===== config.mk =====
export PLATFORM = sky130hd
export DESIGN_NAME = rvx_front
export DESIGN_NICKNAME = d
export VERILOG_FILES = /design/src/rtl/rvx_pkg.sv /design/src/rtl/rvx_front.sv
export SDC_FILE = /design/constraint.sdc
export NUM_CORES = 1
export LEC_CHECK = 0
export BUFFER_PORTS_ARGS = -buffer_cell sky130_fd_sc_hd__buf_2
export CAP_MARGIN = 20
export CORE_ASPECT_RATIO = 0.7
export CORE_UTILIZATION = 28
export DETAILED_ROUTE_END_ITERATION = 8
export PLACE_DENSITY = 0.79
export RECOVER_POWER = 100
export SLEW_MARGIN = 20
export SYNTH_ARGS = -nofsm -noshare
export SYNTH_HDL_FRONTEND = slang
export SYNTH_SLANG_ARGS = --single-unit

===== constraint.sdc =====
create_clock -name vclk -period 1.2
set_input_delay 0.06 -clock vclk [all_inputs]
set_output_delay 0.06 -clock vclk [all_outputs]
set_load 0.02 [all_outputs]

===== src/rtl/rvx_pkg.sv =====
`default_nettype none
package rvx_pkg;

  // major opcodes
  localparam logic [6:0] OPC_OP     = 7'h33;
  localparam logic [6:0] OPC_OPIMM  = 7'h13;
  localparam logic [6:0] OPC_LOAD   = 7'h03;
  localparam logic [6:0] OPC_STORE  = 7'h23;
  localparam logic [6:0] OPC_BRANCH = 7'h63;
  localparam logic [6:0] OPC_LUI    = 7'h37;
  localparam logic [6:0] OPC_AUIPC  = 7'h17;
  localparam logic [6:0] OPC_JAL    = 7'h6F;

  localparam logic [6:0] F7_BASE = 7'b0000000;
  localparam logic [6:0] F7_ALT  = 7'b0100000;

  // ALU funct3
  localparam logic [2:0] F3_ADD  = 3'd0;
  localparam logic [2:0] F3_SLL  = 3'd1;
  localparam logic [2:0] F3_SLT  = 3'd2;
  localparam logic [2:0] F3_SLTU = 3'd3;
  localparam logic [2:0] F3_XOR  = 3'd4;
  localparam logic [2:0] F3_SRL  = 3'd5;
  localparam logic [2:0] F3_OR   = 3'd6;
  localparam logic [2:0] F3_AND  = 3'd7;

  // branch funct3
  localparam logic [2:0] F3_BEQ  = 3'd0;
  localparam logic [2:0] F3_BNE  = 3'd1;
  localparam logic [2:0] F3_BLT  = 3'd4;
  localparam logic [2:0] F3_BGE  = 3'd5;
  localparam logic [2:0] F3_BLTU = 3'd6;
  localparam logic [2:0] F3_BGEU = 3'd7;

  // load funct3 with no instruction behind it
  localparam logic [2:0] F3_LD_NONE = 3'd7;

  // queue between front and back
  localparam int QDEPTH = 2;
  localparam int QPTR   = 1;

  typedef enum logic [2:0] {
    CL_ALU, CL_LOAD, CL_STORE, CL_BRANCH, CL_LUI, CL_AUIPC, CL_JAL, CL_BAD
  } op_class_t;

  typedef struct packed {
    logic [31:0] instr_word;
    logic [31:0] current_pc;
  } in_word_t;

  typedef struct packed {
    logic [31:0]        next_pc;
    logic               branch_taken;
    logic               write_enable;
    logic [4:0]         write_index;
    logic signed [63:0] write_value;
    logic [11:0]        mem_address;
    logic               illegal;
  } out_word_t;

  typedef struct packed {
    op_class_t   cls;
    logic [2:0]  f3;
    logic        alt;
    logic        use_imm;
    logic [4:0]  rd;
    logic [4:0]  rs1;
    logic [4:0]  rs2;
    logic [31:0] imm;
    logic [31:0] pc;
  } uop_t;

endpackage
`default_nettype wire


===== src/rtl/rvx_front.sv =====
`default_nettype none
module rvx_front import rvx_pkg::*; (
  input  wire logic     in_valid,
  output logic          in_stall,
  input  wire in_word_t in_word,
  input  wire logic     q_full,
  input  wire logic     clearing,
  output logic          q_push,
  output uop_t          q_data
);

  logic [31:0] ins;
  logic [6:0]  opc;
  logic [2:0]  f3;
  logic [6:0]  f7;

  // classify and pull out the immediate
  always_comb begin
    ins = in_word.instr_word;
    opc = ins[6:0];
    f3  = ins[14:12];
    f7  = ins[31:25];
    q_data.cls     = CL_BAD;
    q_data.f3      = f3;
    q_data.alt     = 1'b0;
    q_data.use_imm = 1'b1;
    q_data.rd      = ins[11:7];
    q_data.rs1     = ins[19:15];
    q_data.rs2     = ins[24:20];
    q_data.imm     = {{20{ins[31]}}, ins[31:20]};
    q_data.pc      = in_word.current_pc;
    unique case (opc)
      OPC_OP: begin
        q_data.use_imm = 1'b0;
        q_data.alt     = (f7 == F7_ALT);
        if (f7 == F7_BASE || (f7 == F7_ALT && f3 == F3_ADD)) q_data.cls = CL_ALU;
      end
      OPC_OPIMM: begin
        if (!((f3 == F3_SLL || f3 == F3_SRL) && ins[31:26] != 6'd0)) q_data.cls = CL_ALU;
      end
      OPC_LOAD: begin
        if (f3 != F3_LD_NONE) q_data.cls = CL_LOAD;
      end
      OPC_STORE: begin
        q_data.imm = {{20{ins[31]}}, ins[31:25], ins[11:7]};
        if (!f3[2]) q_data.cls = CL_STORE;
      end
      OPC_BRANCH: begin
        q_data.imm = {{19{ins[31]}}, ins[31], ins[7], ins[30:25], ins[11:8], 1'b0};
        if (f3 == F3_BEQ || f3 == F3_BNE || f3 == F3_BLT || f3 == F3_BGE ||
            f3 == F3_BLTU || f3 == F3_BGEU) q_data.cls = CL_BRANCH;
      end
      OPC_LUI: begin
        q_data.imm = {ins[31:12], 12'd0};
        q_data.cls = CL_LUI;
      end
      OPC_AUIPC: begin
        q_data.imm = {ins[31:12], 12'd0};
        q_data.cls = CL_AUIPC;
      end
      OPC_JAL: begin
        q_data.imm = {{11{ins[31]}}, ins[31], ins[19:12], ins[20], ins[30:21], 1'b0};
        q_data.cls = CL_JAL;
      end
      default: q_data.cls = CL_BAD;
    endcase
  end

  assign in_stall = q_full | clearing;
  assign q_push   = in_valid & ~in_stall;

endmodule
`default_nettype wire


== Word level (Yosys, flattened, before mapping) ==
Cells that the tools add are included.

* Output and inout bits: 89
* Input port bits: 67
* Register bits: 0
* Word-level logic and storage cells: 39

* Multiplexer cells: 8
* Equal/unequal tests: 15
* Bitwise logic cells: 3
* Reductions and logical operators: 13

{| class="wikitable"
|+ Operators by type and width
! kind !! count
|-
| $pmux 31 s4 || 1
|-
| $eq 7x6->1 const B || 4
|-
| $pmux 3 s8 || 1
|-
| $mux 3 || 5
|-
| $eq 7x5->1 const B || 2
|-
| $eq 7x7->1 const B || 2
|-
| $eq 3x3->1 const B || 4
|-
| $eq 7x2->1 const B || 1
|-
| $logic_not 7->1 || 1
|-
| $logic_or 1x1->1 || 7
|-
| $reduce_bool 6->1 || 1
|-
| $eq 3x1->1 const B || 1
|-
| $logic_not 3->1 || 1
|-
| $ne 3x3->1 const B || 1
|-
| $logic_and 1x1->1 || 2
|-
| $mux 2 || 1
|-
| $reduce_or 2->1 || 1
|-
| $and 1x1->1 || 1
|-
| $not 1->1 || 1
|-
| $or 1x1->1 || 1
|}

== Longest topological paths before layout ==
* Word-level depth: 8
* Depth in mapped cells: 6
* Depth with buffers taken out: 4

== Worst setup path before layout ==
Ideal clock, no wire load.

* Path kind: input -> output
* Start: input port in_word[36] in the netlist's numbering
* End: output port q_data[80] in the netlist's numbering
* Buffers on the path: 1
* Setup slack: -418 ps
* Data required time: 1140 ps
* Stages on the path: 4
* Arrival time: 1558 ps
* Cell sequence: buf_2 > nand2b_2 > or3_1 > nor4bb_1

{| class="wikitable"
|+ RTL lines
! what !! RTL line !! text
|-
| start, declared || rvx_front.sv:5 || <nowiki>input wire in_word_t in_word,</nowiki>
|-
| end, declared || rvx_front.sv:9 || <nowiki>output uop_t q_data</nowiki>
|}

==> run metrics <==
vias in the first global route 1061; clock network power share 0%; final-report setup violation count 25; Synth Instances 144; minimum clock period 1570 ps; CP Capture Type primary output; internal power 0.000305 W; share of layout cells above drive strength 1 60.9%; n_diodes 0; Pwr Density 366 mW/mm2; Slew HR 74.9%; syn nets 211; Max Slew Vio Count 0; HPWL after detailed placement 2490 um; CP required 1140 ps; clk_buf instances 0; critical path type in -> out; Die Height 52.3 um; crit share post-route 131%; Sequential Power Share 0%; count of max-cap constraint violations 0; max incr delay on CP 550 ps; Final nets 284; IO Port Bufs 92; synthesized area 0.00101 mm2; IO Count 156; crit path cell chain buf_6 -> or4_4 -> or3_4 -> a21oi_4 -> nand4_1 -> buf_2; Post-Syn Area per Cell 7.03 um2; RSZ-0062 raised after global routing true; worst vdd ir 0.150 mV; Remaining DRCs 0; initial antenna violation count 0; drt first pass iters 4; Unique masters post-synth 38; post-route ant nets 0; Final Worst Setup Slack -374 ps; vias 1246; Combinational Power Share 100.0%; drt via density 4.76; final core occ 52.8%; Switch Pwr 0.000331 W; WL per Instance 14.0 um; Hold Path Class in -> out; FF+latch count 0; sequential cell area 0 um2; global-route usage over all layers 17.7%; slowest cell on the critical path or4_4; Rows 17; worst slew pin tran 373 ps; detailed router's first-iteration violation count 12; final-report hold violation count 0; placed instance count 249; largest net degree at the start of global routing 9; status finished, violations left; initial core utilization 30.7%; cts hold-fix bufs 0; hold path depth 0; failing checks negative setup slack; Leakage 0.918 nW; Total Routed Length 3670 um; die area 0.00386 mm2; crit path DAT 1510 ps; Switching Fraction 52.1%; yosys warns 0; Die W 73.9 um; CP max FO 3; global-route wire length before repair 5260 um; Core ar. 0.00330 mm2; fmax 635 MHz; crit path from in_word[63]; Final Non-Filler Cells 262; gr ovfl total 0; Worst setup SP type primary input; sequential share of the synthesized area 0%; area grow syn2layout 71.8%; Hold Startpoint in_word[10]; RD Place Congestion 0.856
==> final timing paths <==
| check | endpoint | slack (ps) |
|---|---|---|
| min | q_data[10] | 120 |
| max | q_data[86] | -370 |
==> area by class of cell <==
cell class	instances	area, um2
fill	321	1560
timing repair buffer	127	927
multi-input combinational	84	738
tap	47	58.8
inverter	4	15.0
==> stage by stage <==
step | total power [W] | hold slack [ps] | cell area (um2) | worst slack [ps] | TNS [ps]
after CTS | 0.000617 | 120 | 1680 | -348 | -2360
after detailed placement | 0.000508 | 120 | 1330 | -396 | -3690
final | 0.000636 | 120 | 1740 | -374 | -3250
after global routing | 0.000680 | 120 | 1740 | -443 | -4830
after floorplan | 0.000474 | 156 | 1040 | -155 | -498
after global placement | 0.000503 | 120 | 1330 | -353 | -3500
==> power groups by stage <==
stage	Combinational (W)	Sequential, W	Clock (W)
global route	0.000680	0	0
floorplan	0.000474	0	0
finish	0.000636	0	0
detailed placement	0.000508	0	0
global placement	0.000503	0	0
CTS	0.000617	0	0
==> cell families after synthesis <==
family / after synthesis / share of synthesized area (%)
simple gates: 45 / 29.1
compound gates: 37 / 28.3
buf+inv: 62 / 42.6
==> cell usage after synthesis, types with 2 or more instances <==
cell       n  area share, %
nor2b_1    8            4.9
nand2_1    3            1.1
nor2_1     7            2.6
nand2b_2   2            1.7
nor3_1     3            1.5
inv_1      4            1.5
buf_4     51             38
a22o_1     4            3.5
nand2b_1   2            1.2
or3b_1     2            1.7
nor4_1     3            1.9
a21o_1    20             15
nand3_1    2           0.99
buf_2      6            3.0
o21ai_0    2           0.99
or3_1      3            1.9
==> metal layers <==
layer	GRT usage, %	up-vias	wire length (um)
li1	-	595	-
met1	24.4	575	1700
met2	30.0	72	1710
met3	2.31	4	238
met4	1.92	0	25
met5	0	-	0
==> layout by cell type, fill, tap and decap left out, types with 3 or more instances in the layout <==
cell	synthesis	routed
a22o_1	4	4
buf_6	0	36
nor2b_1	8	7
nor2_1	7	5
clkbuf_1	1	21
nor2b_4	0	4
buf_2	6	40
inv_1	4	4
buf_4	51	27
nand2_1	3	3
nand2b_4	0	3
a21o_1	20	20
==> worst max-delay path, delay by kind of cell <==
kind                   cells  cell delay (ps)
and+or+nand+nor            3             1020
AOI/OAI and AO/OA          1              170
buffers and inverters      2              270
==> timing repair <==
item / 4_1_cts / 5_1_grt
pin swaps: 11 / 8
resized for setup: 75 / 17
gates cloned: 5 / 0
setup buffers: 6 / 4
endpoints found under the setup margin: 29 / 29
Power figures use the tool's default switching activity.
