$ cat config.mk
export PLATFORM = sky130hd
export DESIGN_NAME = rvx_queue
export DESIGN_NICKNAME = d
export VERILOG_FILES = /design/src/rtl/rvx_pkg.sv /design/src/rtl/rvx_queue.sv
export SDC_FILE = /design/constraint.sdc
export NUM_CORES = 1
export LEC_CHECK = 0
export ABC_AREA = 0
export BUFFER_PORTS_ARGS = -buffer_cell sky130_fd_sc_hd__buf_2
export CAP_MARGIN = 25
export CORE_MARGIN = 1
export CORE_UTILIZATION = 52
export DETAILED_ROUTE_END_ITERATION = 16
export GPL_TIMING_DRIVEN = 0
export PLACE_DENSITY_LB_ADDON = 0.25
export SYNTH_ARGS = -nofsm -noshare
export SYNTH_HDL_FRONTEND = slang
export SYNTH_SLANG_ARGS = --single-unit
$ cat constraint.sdc
create_clock -name clk -period 6.5 [get_ports clk]
set_input_delay 1.3 -clock clk [delete_from_list [all_inputs] [get_ports clk]]
set_output_delay 1.3 -clock clk [all_outputs]
set_load 0.01 [all_outputs]
$ cat src/rtl/rvx_pkg.sv
`default_nettype none
package rvx_pkg;

  // major opcodes
  localparam logic [6:0] OPC_OP     = 7'h33;
  localparam logic [6:0] OPC_OPIMM  = 7'h13;
  localparam logic [6:0] OPC_LOAD   = 7'h03;
  localparam logic [6:0] OPC_STORE  = 7'h23;
  localparam logic [6:0] OPC_BRANCH = 7'h63;
  localparam logic [6:0] OPC_LUI    = 7'h37;
  localparam logic [6:0] OPC_AUIPC  = 7'h17;
  localparam logic [6:0] OPC_JAL    = 7'h6F;

  localparam logic [6:0] F7_BASE = 7'b0000000;
  localparam logic [6:0] F7_ALT  = 7'b0100000;

  // ALU funct3
  localparam logic [2:0] F3_ADD  = 3'd0;
  localparam logic [2:0] F3_SLL  = 3'd1;
  localparam logic [2:0] F3_SLT  = 3'd2;
  localparam logic [2:0] F3_SLTU = 3'd3;
  localparam logic [2:0] F3_XOR  = 3'd4;
  localparam logic [2:0] F3_SRL  = 3'd5;
  localparam logic [2:0] F3_OR   = 3'd6;
  localparam logic [2:0] F3_AND  = 3'd7;

  // branch funct3
  localparam logic [2:0] F3_BEQ  = 3'd0;
  localparam logic [2:0] F3_BNE  = 3'd1;
  localparam logic [2:0] F3_BLT  = 3'd4;
  localparam logic [2:0] F3_BGE  = 3'd5;
  localparam logic [2:0] F3_BLTU = 3'd6;
  localparam logic [2:0] F3_BGEU = 3'd7;

  // load funct3 with no instruction behind it
  localparam logic [2:0] F3_LD_NONE = 3'd7;

  // queue between front and back
  localparam int QDEPTH = 2;
  localparam int QPTR   = 1;

  typedef enum logic [2:0] {
    CL_ALU, CL_LOAD, CL_STORE, CL_BRANCH, CL_LUI, CL_AUIPC, CL_JAL, CL_BAD
  } op_class_t;

  typedef struct packed {
    logic [31:0] instr_word;
    logic [31:0] current_pc;
  } in_word_t;

  typedef struct packed {
    logic [31:0]        next_pc;
    logic               branch_taken;
    logic               write_enable;
    logic [4:0]         write_index;
    logic signed [63:0] write_value;
    logic [11:0]        mem_address;
    logic               illegal;
  } out_word_t;

  typedef struct packed {
    op_class_t   cls;
    logic [2:0]  f3;
    logic        alt;
    logic        use_imm;
    logic [4:0]  rd;
    logic [4:0]  rs1;
    logic [4:0]  rs2;
    logic [31:0] imm;
    logic [31:0] pc;
  } uop_t;

endpackage
`default_nettype wire

$ cat src/rtl/rvx_queue.sv
`default_nettype none
module rvx_queue import rvx_pkg::*; (
  input  wire logic clk,
  input  wire logic rst_n,
  input  wire logic push,
  input  wire uop_t push_data,
  input  wire logic pop,
  output uop_t      head,
  output logic      empty,
  output logic      full
);

  uop_t            ent_r [QDEPTH];
  logic [QPTR-1:0] wp_r, wp_nxt, rp_r, rp_nxt;
  logic [QPTR:0]   cnt_r, cnt_nxt;

  always_comb begin
    wp_nxt  = push ? wp_r + 1'b1 : wp_r;
    rp_nxt  = pop ? rp_r + 1'b1 : rp_r;
    cnt_nxt = cnt_r + (QPTR+1)'(push) - (QPTR+1)'(pop);
  end

  always_ff @(posedge clk) begin
    if (!rst_n) begin
      wp_r  <= '0;
      rp_r  <= '0;
      cnt_r <= '0;
    end else begin
      wp_r  <= wp_nxt;
      rp_r  <= rp_nxt;
      cnt_r <= cnt_nxt;
    end
  end

  always_ff @(posedge clk) begin
    if (push) ent_r[wp_r] <= push_data;
  end

  assign head  = ent_r[rp_r];
  assign empty = (cnt_r == '0);
  assign full  = (cnt_r == (QPTR+1)'(QDEPTH));

  a_no_overflow: assert property (@(posedge clk) disable iff (!rst_n) push |-> !full)
    else $error("queue push while full");
  a_no_underflow: assert property (@(posedge clk) disable iff (!rst_n) pop |-> !empty)
    else $error("queue pop while empty");

endmodule
`default_nettype wire

=== Word-level counts from Yosys, hierarchy flattened ===
Memory sizes are Yosys's and may differ from the RTL's. A register that Yosys moved wholly into a read port is not among the register bits.
Cells that the tools add are included.
Widths: inputs -> output; s select.

* Bits of input ports: 91
* Memories kept: 1
* Output and inout port bits: 89
* Word-level logic and storage cells: 14
* Bits in registers: 4
* RAM bits: 174

{| class="wikitable"
|+ Memories
! name !! depth !! width !! rd ports !! clocked after memory_dff !! write ports !! line !! RTL
|-
| ent_r || 2 || 87 || 1 || 1 || 1 || rvx_queue.sv:13 || <nowiki>uop_t ent_r [QDEPTH];</nowiki>
|}

* Add/sub/neg operators: 4
* Equality and inequality tests: 1
* Muxes and demuxes: 4
* Reduce and logical (&&, ||, !) cells: 1

{| class="wikitable"
|+ Operators with widths
! kind !! count
|-
| $mux 1 || 4
|-
| $add 1x1->1 const B || 2
|-
| $add 2x1->2 || 1
|-
| $eq 2x2->1 const B || 1
|-
| $logic_not 2->1 || 1
|-
| $sub 2x1->2 || 1
|}

=== Longest topological paths before layout ===
Gate-level depths: netlist of the first run.

* Depth after elaboration: 3
* Gate-level depth with buffers: 6

=== Worst setup path after synthesis of the first run ===
Ideal clock, no wire load.

* Path kind: input to register
* Start point: input port push
* End point: memory ent_r[0][0] (netlist name) (enable)
* Buffers on the path: 0
* Setup time: 544 ps
* Arrival time: 5,128 ps
* Setup slack: 828 ps
* Cell stages on the path: 1
* Required time: 5,956 ps
* Cell sequence: nor2b_1

* Cells in the longest elaborated chain, start to end: 2

{| class="wikitable"
|+ Ends and longest elaborated chain
! what !! line !! RTL
|-
| from (decl) || rvx_queue.sv:5 || <nowiki>input wire logic push,</nowiki>
|-
| $mux 1 || rvx_queue.sv:36 || <nowiki>if (push) ent_r[wp_r] <= push_data;</nowiki>
|-
| $mux 1 (not written as such) || rvx_queue.sv:36 ||
|-
| to (decl) || rvx_queue.sv:13 ||
|}

No other way between the ends.

==> results of run 1 <==
==> path summary, 6_finish.rpt <==
check,start,endpoint,cells after the start
worst min register to register,rp_r,flop,2
worst max-delay path,flop,head[55],5
worst min-delay path,rp_r,flop,2
worst max register to register,wp_r,ent_r[1][71],2
==> state kept, by name, indices dropped and copies added, names as in the netlist, named ones only <==
signal / cells
cnt_r: 2
wp_r: 1
rp_r: 1
ent_r: 174
==> power by group through the flow <==
| stage | sequential, uW | clock, uW | combinational (uW) |
|---|---|---|---|
| floorplan | 1380 | 0 | 171 |
| global placement | 1380 | 0 | 278 |
| detailed placement | 1370 | 0 | 294 |
| CTS | 1350 | 977 | 296 |
| global route | 1350 | 1020 | 314 |
| finish | 1350 | 962 | 290 |
==> synthesized netlist by cell type, drive strengths merged <==
| cell | n | area share |
|---|---|---|
| mux2 | 87 | 0.16 |
| nor2b | 4 | 0.0038 |
| buf | 10 | 0.012 |
| ha | 2 | 0.0038 |
| dfxtp | 5 | 0.015 |
| xor2 | 1 | 0.0013 |
| nor2 | 1 | 0.00057 |
| xnor3 | 1 | 0.0034 |
| inv | 2 | 0.0011 |
| o21a | 1 | 0.0011 |
| edfxtp | 174 | 0.79 |
| and2 | 4 | 0.0038 |
==> stage by stage <==
step,setup TNS (ns),power [uW],hold WS [ns],setup slack (ns)
floorplan,0,1550,0.555,0.828
global placement,-123.18,1660,0.567,-1.41
detailed placement,0,1670,0.594,3.85
CTS,0,2620,0.601,3.45
global route,0,2690,0.624,3.42
finish,0,2600,0.593,3.49
==> critical path, cell delays in order, from the launching register on <==
cell     delay [ns]
dfxtp_1        0.33
buf_6          0.13
buf_6          0.17
buf_6          0.20
mux2_4         0.32
buf_2          0.14
==> layout make-up <==
| cell class | count | area, sq um | share of cell area |
|---|---|---|---|
| buffer | 10 | 81.3 | 0.00968 |
| tap | 168 | 210 | 0.0250 |
| clock buffer | 17 | 425 | 0.0506 |
| sequential | 179 | 5330 | 0.634 |
| inverter | 2 | 7.51 | 0.000893 |
| timing repair buffer | 183 | 991 | 0.118 |
| clock inverter | 15 | 143 | 0.0170 |
| multi-input combinational | 101 | 1220 | 0.145 |
==> layer usage <==
metal	wire (um)	part of all wire
met1	4200	0.38
met2	5650	0.51
met3	1100	0.099
met4	182	0.016
met5	0	0
==> cells by family (layout without fill, tap and decap cells) <==
logic type,after synthesis,count (layout),synth area share
flops,179,179,0.804
mux,87,87,0.165
buf+inv,12,227,0.0134
simple gates,9,9,0.00812
fa+ha+maj,2,2,0.00378
xor+xnor,2,2,0.00472
compound gates,1,1,0.00113
==> out/qor.csv, run 1 <==
stage,metric,value,unit
job,max cap viols,0,
global_route,met1 global-route usage,0.185,
critical_path,CP max FO,10,
power_and_ir_drop,Cell Int Power,2040,uW
clock_tree,total CTS buffers,17,
die,Starting Density,0.542,
power_and_ir_drop,peak supply drop,0.000211,V
clock_tree,Sink Count,179,
cells_and_area,"commonest non-fill, non-tap cell in the layout",buf_2,
clock_tree,CTS tree,yes,
place,Final Wtd Congestion,0.669,
synth,post-synthesis sequential area ratio,0.804,
global_route,GRT Residual Overflow,0,
global_route,first-pass GRT wire length,16600,um
place,placed instance area,0.00784,sq mm
cells_and_area,fin cells,675,
power_and_ir_drop,Leak,0.00325,uW
timing,fin. max-slew vios,0,
drt,DRT Wirelength,11100,um
synth,Yosys reg bits,179,
power_and_ir_drop,register share of total power,0.519,
cells_and_area,fin area,0.00840,sq mm
critical_path,CP Data Required Time,5.20,ns
drt,1st-iter DRT viols,146,
clock_tree,Post-CTS Hold Buffers,0,
timing,"Hold Vio Cnt, Final",0,
global_route,vias in the first global route,3392,
timing,RSZ-0062 raised after global routing,false,
die,Die H,115,um
timing,post-route minimum period,3.01,ns
clock_tree,Setup Buffers After CTS,0,
synth,"Warnings, synthesis",0,
cells_and_area,most frequent cells in the layout,"buf_2, edfxtp_1, mux2_2",
critical_path,Setup crit end kind,primary output,
drt,antenna-violating nets left,0,
place,Inst Count DP,643,
drt,vias,3345,
cells_and_area,Final Util,0.688,
clock_tree,CTS H-Tree Depth,4,
drt,DRC,0,
drt,wire per inst,16.5,um
synth,Netlist cell types,14,
global_route,Tot GR Track Use,0.176,
clock_tree,clock insertion delay at the later pin of the skew report,0.42,ns
synth,Synth Net Count,385,
hold_path,Hold Crit Class,flop to flop,
global_route,antenna violations before repair,0,
power_and_ir_drop,Net Switching,558,uW
timing,Clock Skews,0.00490,ns
cells_and_area,fin nets,587,
power_and_ir_drop,clock power share,0.370,
power_and_ir_drop,sw frac,0.214,
global_route,GRT met2 Usage,0.301,
die,FP Rows,40,
drt,DRT Pass-1 Iters,6,
die,area of the core,0.0122,sq mm
cells_and_area,area grow syn2layout,26.9,%
critical_path,WP data arrival,1.71,ns
global_route,pin count of the biggest net entering global routing,53,
cells_and_area,ant diodes,0,
timing,Max Freq,332,MHz
timing,Final Cycle Share,0.463,
synth,Netlist Area Pre-Place,0.00662,sq mm
clock_tree,clock tree buffer depth,2,
cells_and_area,fill count,853,
drt,Vias/cell,4.96,
global_route,grt peak-use layer,met2,
die,I/O pin cnt,180,
cells_and_area,layout cells sized above 1,0.615,
status,status,completed,
global_route,GRT met3 Usage,0.0812,
critical_path,R2R setup slack,4.92,ns
clock_tree,clock tree root buffer cell,clkbuf_16,
critical_path,WS Path Type,flop to primary output,
synth,Syn Area/Cell,22.7,sq um
critical_path,crit start category,flop,
place,post-detail-place hpwl,7650,um
die,die area,0.0132,sq mm
timing,slew margin rel.,0.646,
power_and_ir_drop,combinational share of power,0.111,
timing,worst slew pin tran,0.532,ns
clock_tree,"CTS clk-pin slew, worst paths",0.06,ns
place,I/O Buffers,179,
synth,Syn Inst Count,292,
power_and_ir_drop,pwr/cell area,310,mW/mm^2
die,die width,115,um
timing,Final Setup Violations,0,
clock_tree,post-cts sizing count,0,
(Power assumes the default switching activity.)
==> inputs of run 2 (changes only) <==
CORE_UTILIZATION = 47   (was 52)
clock period = 2.6 ns   (was 6.5 ns; I/O delays follow)
==> run 2 against run 1 <==
Net effect:
- global-route usage decreased by 1.9 points
- sequential power grew 150%
- flip-flop and latch count unchanged
- largest cell class unchanged
==> out/qor.csv, run 2 (synthesis gave the netlist of run 1 again) <==
stage,metric,value,unit,change
drt,DRC,0,,unchanged
global_route,antenna violations before repair,0,,unchanged
critical_path,crit start category,flop,,
timing,Clock Skews,0.00300,ns,-0.00190 ns
critical_path,WP data arrival,1.69,ns,-0.02 ns
place,DP Worst Slack,0.701,ns,-3.15 ns
timing,Final Setup Violations,0,,unchanged
timing,post-route setup slack,0.391,ns,-3.10 ns
drt,DRT Wirelength,10900,um,-1.8%
place,Final Wtd Congestion,0.677,,+1.2%
cells_and_area,most frequent cells in the layout,"buf_2, edfxtp_1, mux2_2",,
job,max cap viols,0,,unchanged
cells_and_area,"commonest non-fill, non-tap cell in the layout",buf_2,,
global_route,GRT Residual Overflow,0,,unchanged
clock_tree,total CTS buffers,17,,unchanged
global_route,vias in the first global route,3381,,-0.32%
die,FP Rows,43,,+7.5%
cells_and_area,layout cells sized above 1,0.612,,-0.00318
drt,wire per inst,15.9,um,-3.6%
timing,"Hold Vio Cnt, Final",0,,unchanged
die,area of the core,0.0138,sq mm,+13%
die,die width,121,um,+5.1%
timing,Sum Neg Setup Slack,0,ns,unchanged
drt,DR top layer,met4,,
power_and_ir_drop,peak supply drop,0.000431,V,+100%
cells_and_area,ant diodes,0,,unchanged
timing,slew margin rel.,0.629,,-0.0165
timing,worst slew pin tran,0.555,ns,+0.0235 ns
timing,fin. max-slew vios,0,,unchanged
clock_tree,clock insertion delay at the later pin of the skew report,0.42,ns,about the same
place,I/O Buffers,179,,unchanged
power_and_ir_drop,pwr/cell area,792,mW/mm^2,+160%
power_and_ir_drop,register share of total power,0.501,,-0.018
clock_tree,clock tree root buffer cell,clkbuf_16,,
die,Starting Density,0.479,,-0.0634
hold_path,hold_sp,push_data[24],,
die,die area,0.0146,sq mm,+10%
global_route,pin count of the biggest net entering global routing,52,,-1.9%
status,status,completed,,
power_and_ir_drop,Leak,0.00330,uW,+1.3%
power_and_ir_drop,clock power share,0.390,,+0.020
drt,routed length on met3,927,um,-16%
critical_path,Setup crit end kind,primary output,,
timing,Hold Slack,0.285,ns,-0.307 ns
critical_path,CP max FO,10,,unchanged
clock_tree,CTS H-Tree Depth,4,,unchanged
cells_and_area,Regs by FF count,"ent_r (174), cnt_r (2)",,
power_and_ir_drop,combinational share of power,0.109,,-0.002
power_and_ir_drop,sw frac,0.202,,-0.0124
global_route,Tot GR Track Use,0.157,,-0.0192
timing,RSZ-0062 raised after global routing,false,,
drt,antenna-violating nets left,0,,unchanged
clock_tree,Post-CTS Hold Buffers,0,,unchanged
drt,vias,3311,,-1.0%
clock_tree,clock tree buffer depth,2,,unchanged
die,Die H,121,um,+5.1%
power_and_ir_drop,Net Switching,1360,uW,+140%
place,post-detail-place hpwl,7420,um,-3.1%
critical_path,WS Path Type,flop to primary output,,
timing,Final Cycle Share,0.850,,
timing,Max Freq,453,MHz,
drt,DRT Pass-1 Iters,4,,-2
critical_path,CP Data Required Time,2.08,ns,-3.12 ns
cells_and_area,max reg flops,174,,unchanged
clock_tree,Sink Count,179,,unchanged
clock_tree,"CTS clk-pin slew, worst paths",0.06,ns,about the same
power_and_ir_drop,Cell Int Power,5370,uW,+160%
drt,met2 wire length,5460,um,-3.3%
clock_tree,post-cts sizing count,0,,unchanged
critical_path,reg2reg start,wp_r,,
global_route,first-pass GRT wire length,16700,um,+0.67%
cells_and_area,fin nets,588,,+0.17%
die,I/O pin cnt,180,,unchanged
drt,1st-iter DRT viols,155,,+6.2%
hold_path,Hold Crit Class,primary input to flop,,
clock_tree,Setup Buffers After CTS,0,,unchanged
drt,Vias/cell,4.81,,-2.9%
cells_and_area,largest register by flop count,ent_r,,
cells_and_area,area grow syn2layout,28.4,%,
clock_tree,CTS tree,yes,,
timing,post-route minimum period,2.21,ns,
drt,M1 WL,4350,um,+3.5%
==> run 2: cell types whose count changed in the layout (fill, tap and decap cells not counted) <==
cell,change
buf_12,-1
buf_16,+2
bufinv_16,+2
clkbuf_1,+4
clkbuf_8,+2
clkinv_1,-2
clkinv_2,-2
clkinv_4,-2
clkinvlp_4,-2
==> run 2: final cells by class <==
| type | count | area [sq um] |
|---|---|---|
| Buffer | 10 | 81.3 |
| Clock buffer | 23 | 468 |
| Clock inverter | 9 | 153 |
| Fill cell | 1028 | 5320 |
| Inverter | 2 | 7.51 |
| Multi-Input combinational cell | 101 | 1220 |
| Sequential cell | 179 | 5330 |
| Tap cell | 180 | 225 |
| Timing Repair Buffer | 184 | 1030 |
==> run 2: routing by layer <==
metal | up-vias | track usage
met1 | 1602 | 0.184
met2 | 128 | 0.253
li1 | 1565 | -
met4 | 0 | 0.0802
met5 | - | 0
met3 | 16 | 0.0608
==> run 2: worst paths after layout <==
kind | endpoint | slack (ns) | depth (start not counted)
worst max-delay path | head[65] | 0.39 | 5
worst min-delay path | ent_r[1][24] | 0.29 | 1
worst max register to register | ent_r[1][32] | 0.99 | 2
worst min register to register | rp_r | 0.59 | 2
==> run 2: per-stage QoR <==
stage          power [uW]  instances  cell area (sq um)   util
2_1_floorplan        3860        292               6630      -
3_3_place_gp         4130        651               7750  0.561
3_5_place_dp         4180        656               7890  0.570
4_1_cts              6820        688               8510  0.615
5_1_grt              6990        688               8510  0.615
6_report             6730        688               8510  0.615
==> run 2: power by group through the flow <==
stage	clock (uW)	sequential [uW]	combinational (uW)
4_1_cts	2700	3370	750
6_report	2630	3370	733
5_1_grt	2810	3380	798
3_3_place_gp	0	3430	700
2_1_floorplan	0	3430	428
3_5_place_dp	0	3430	748
==> run 2: critical path: stages (launching register included) <==
cell and delay [ns]:
dfxtp_1 0.32, buf_6 0.12, buf_6 0.17, buf_6 0.20, mux2_4 0.31, buf_2 0.14
==> inputs of run 3 (changes only) <==
CORE_UTILIZATION = 52   (was 47)
clock period = 2.1 ns   (was 2.6 ns; I/O delays follow)
==> run 3 against run 2 <==
Net effect:
- clock-buffer cell count shrank 6
- hold slack lost 0.10 ns
- worst setup slack lost 0.33 ns
- first-iteration DRC count decreased by 14%
- global-route usage increased by 1.8 points
- cell area fell by 0.66%
- wire length rose by 2.4%
- highest routed layer unchanged
==> out/qor.csv, run 3 (synthesis gave the netlist of run 1 again) <==
stage,metric,value,unit,change
status,status,completed,,
drt,antenna-violating nets left,0,,unchanged
critical_path,Setup crit end kind,primary output,,
critical_path,worst r2r path cells,3,,+1
critical_path,WS Path Type,flop to primary output,,
cells_and_area,Final Util,0.692,,+0.0768
drt,Vias/cell,4.94,,+2.6%
global_route,antenna violations before repair,1,,+1
drt,1st-iter DRT viols,134,,-14%
cells_and_area,fin area,0.00845,sq mm,-0.66%
power_and_ir_drop,pwr/cell area,943,mW/mm^2,+19%
clock_tree,Post-CTS Hold Buffers,0,,unchanged
power_and_ir_drop,peak supply drop,0.000632,V,+47%
power_and_ir_drop,register share of total power,0.524,,+0.023
power_and_ir_drop,Net Switching,1730,uW,+27%
critical_path,CP max FO,10,,unchanged
timing,Clock Skews,0.00303,ns,+0.0000347 ns
global_route,first-pass GRT wire length,16400,um,-1.5%
critical_path,R2R setup slack,0.18,ns,-0.81 ns
global_route,Tot GR Track Use,0.175,,+0.0176
drt,DRT Pass-1 Iters,4,,unchanged
hold_path,worst hold stages,1,,unchanged
timing,worst slew pin tran,0.916,ns,+0.361 ns
die,die width,115,um,-4.8%
hold_path,hold_sp,push_data[35],,
drt,DRT Wirelength,11200,um,+2.4%
power_and_ir_drop,clock power share,0.359,,-0.031
clock_tree,"CTS clk-pin slew, worst paths",0.06,ns,about the same
die,die area,0.0132,sq mm,-9.5%
global_route,pin count of the biggest net entering global routing,46,,-12%
cells_and_area,fill count,870,,-15%
cells_and_area,Reg area,0.00533,sq mm,about the same
drt,DRC,0,,unchanged
cells_and_area,"commonest non-fill, non-tap cell in the layout",buf_2,,
place,post-detail-place hpwl,7470,um,+0.71%
clock_tree,total CTS buffers,17,,unchanged
place,I/O Buffers,179,,unchanged
timing,post-route setup slack,0.0655,ns,-0.325 ns
timing,Sum Neg Setup Slack,0,ns,unchanged
cells_and_area,Regs by FF count,"ent_r (174), cnt_r (2)",,
timing,RSZ-0062 raised after global routing,true,,
cells_and_area,multi-input logic area,0.00122,sq mm,unchanged
clock_tree,CTS tree,yes,,
critical_path,reg2reg start,wp_r,,
die,FP Rows,40,,-7.0%
clock_tree,CTS H-Tree Depth,4,,unchanged
power_and_ir_drop,Leak,0.00328,uW,-0.55%
cells_and_area,max reg flops,174,,unchanged
place,placed instance area,0.00781,sq mm,-0.98%
hold_path,Hold Path End,ent_r[0][35],,
power_and_ir_drop,Cell Int Power,6240,uW,+16%
timing,Final Setup Violations,0,,unchanged
drt,wire per inst,16.5,um,+3.7%
die,Die H,115,um,-4.8%
timing,fin. max-slew vios,0,,unchanged
clock_tree,Sink Count,179,,unchanged
timing,post-route minimum period,2.03,ns,
timing,"Hold Vio Cnt, Final",0,,unchanged
cells_and_area,area grow syn2layout,27.6,%,
global_route,vias in the first global route,3416,,+1.0%
power_and_ir_drop,sw frac,0.217,,+0.0154
job,max cap viols,0,,unchanged
place,Final Wtd Congestion,0.692,,+2.2%
cells_and_area,most frequent cells in the layout,"buf_2, edfxtp_1, mux2_2",,
power_and_ir_drop,combinational share of power,0.117,,+0.008
drt,vias,3353,,+1.3%
critical_path,FF-to-FF End,ent_r[0][69],,
critical_path,crit start category,flop,,
clock_tree,clock tree buffer depth,2,,unchanged
timing,Final Cycle Share,0.969,,
global_route,GRT Residual Overflow,0,,unchanged
hold_path,Hold Crit Class,primary input to flop,,
clock_tree,clock insertion delay at the later pin of the skew report,0.41,ns,about the same
cells_and_area,layout cells sized above 1,0.622,,+0.00936
timing,slew margin rel.,0.388,,-0.241
critical_path,WP data arrival,1.61,ns,-0.08 ns
clock_tree,clock tree root buffer cell,clkbuf_16,,
die,area of the core,0.0122,sq mm,-12%
die,Starting Density,0.542,,+0.0634
timing,Max Freq,492,MHz,
power_and_ir_drop,Total Power,7970,uW,+18%
cells_and_area,fin nets,590,,+0.34%
place,DP Worst Slack,-0.147,ns,-0.848 ns
cells_and_area,largest register by flop count,ent_r,,
die,I/O pin cnt,180,,unchanged
critical_path,CP Data Required Time,1.68,ns,-0.40 ns
## run 3: cell count changes in the layout (fill, tap and decap cells not counted), moves of 2 or more
cell | before | now
buf_6 | 5 | 1
buf_2 | 184 | 179
clkinv_2 | 2 | 7
clkinv_4 | 0 | 2
clkbuf_1 | 4 | 0
buf_4 | 0 | 3
buf_16 | 4 | 1
buf_12 | 1 | 6
clkbuf_8 | 2 | 0
clkbuf_4 | 0 | 5
bufinv_16 | 4 | 1
## run 3: power by group through the flow
stage / Clock [uW] / Combinational, uW / Sequential [uW]
floorplan: 0 / 530 / 4240
global placement: 0 / 862 / 4250
detailed placement: 0 / 903 / 4260
CTS: 2920 / 916 / 4180
global route: 3030 / 1010 / 4190
finish: 2860 / 931 / 4180
## run 3: critical path: stages, from the launching register on
cell and delay [ns]:
dfxtp_2 0.32, buf_6 0.13, buf_12 0.15, buf_12 0.15, mux2_4 0.30, buf_2 0.14
## run 3: cell type report
cell class,count,share of cell area
flip-flops and latches,179,0.630
multi-input cells,101,0.144
repair buffers,186,0.120
clock buffers,17,0.0503
well taps,168,0.0249
plain buffers,10,0.0153
clock inverters,15,0.0139
inverters,2,0.000888
diodes,1,0.000296
## run 3: stage by stage
stage               hold slack, ns  instances
floorplan                    0.519        292
global placement             0.567        639
detailed placement           0.579        642
CTS                          0.166        674
global route                 0.175        679
finish                       0.186        679
## run 3: worst max path at each step
stage               startpoint           end  slack, ns  depth (start not counted)
floorplan                 push   ent_r[0][0]      -0.08                          1
global placement          push  ent_r[0][76]      -0.90                          2
detailed placement        push  ent_r[0][76]      -0.15                          4
CTS                       flop      head[71]      -0.02                          5
global route              flop      head[81]     -0.002                          5
finish                    flop      head[62]       0.07                          5
## run 3: repair_timing
| action | in CTS | in global routing |
|---|---|---|
| resized for setup | 5 | 9 |
| gates cloned | 0 | 1 |
| buffers inserted | 0 | 3 |
| endpoints found under the setup margin | 33 | 80 |
## run 3: routing by layer
| metal | GRT usage | vias up | part of all wire |
|---|---|---|---|
| li1 | - | 1562 | - |
| met1 | 0.187 | 1643 | 0.38 |
| met2 | 0.296 | 129 | 0.52 |
| met3 | 0.0638 | 19 | 0.079 |
| met4 | 0.108 | 0 | 0.024 |
| met5 | 0 | - | 0 |
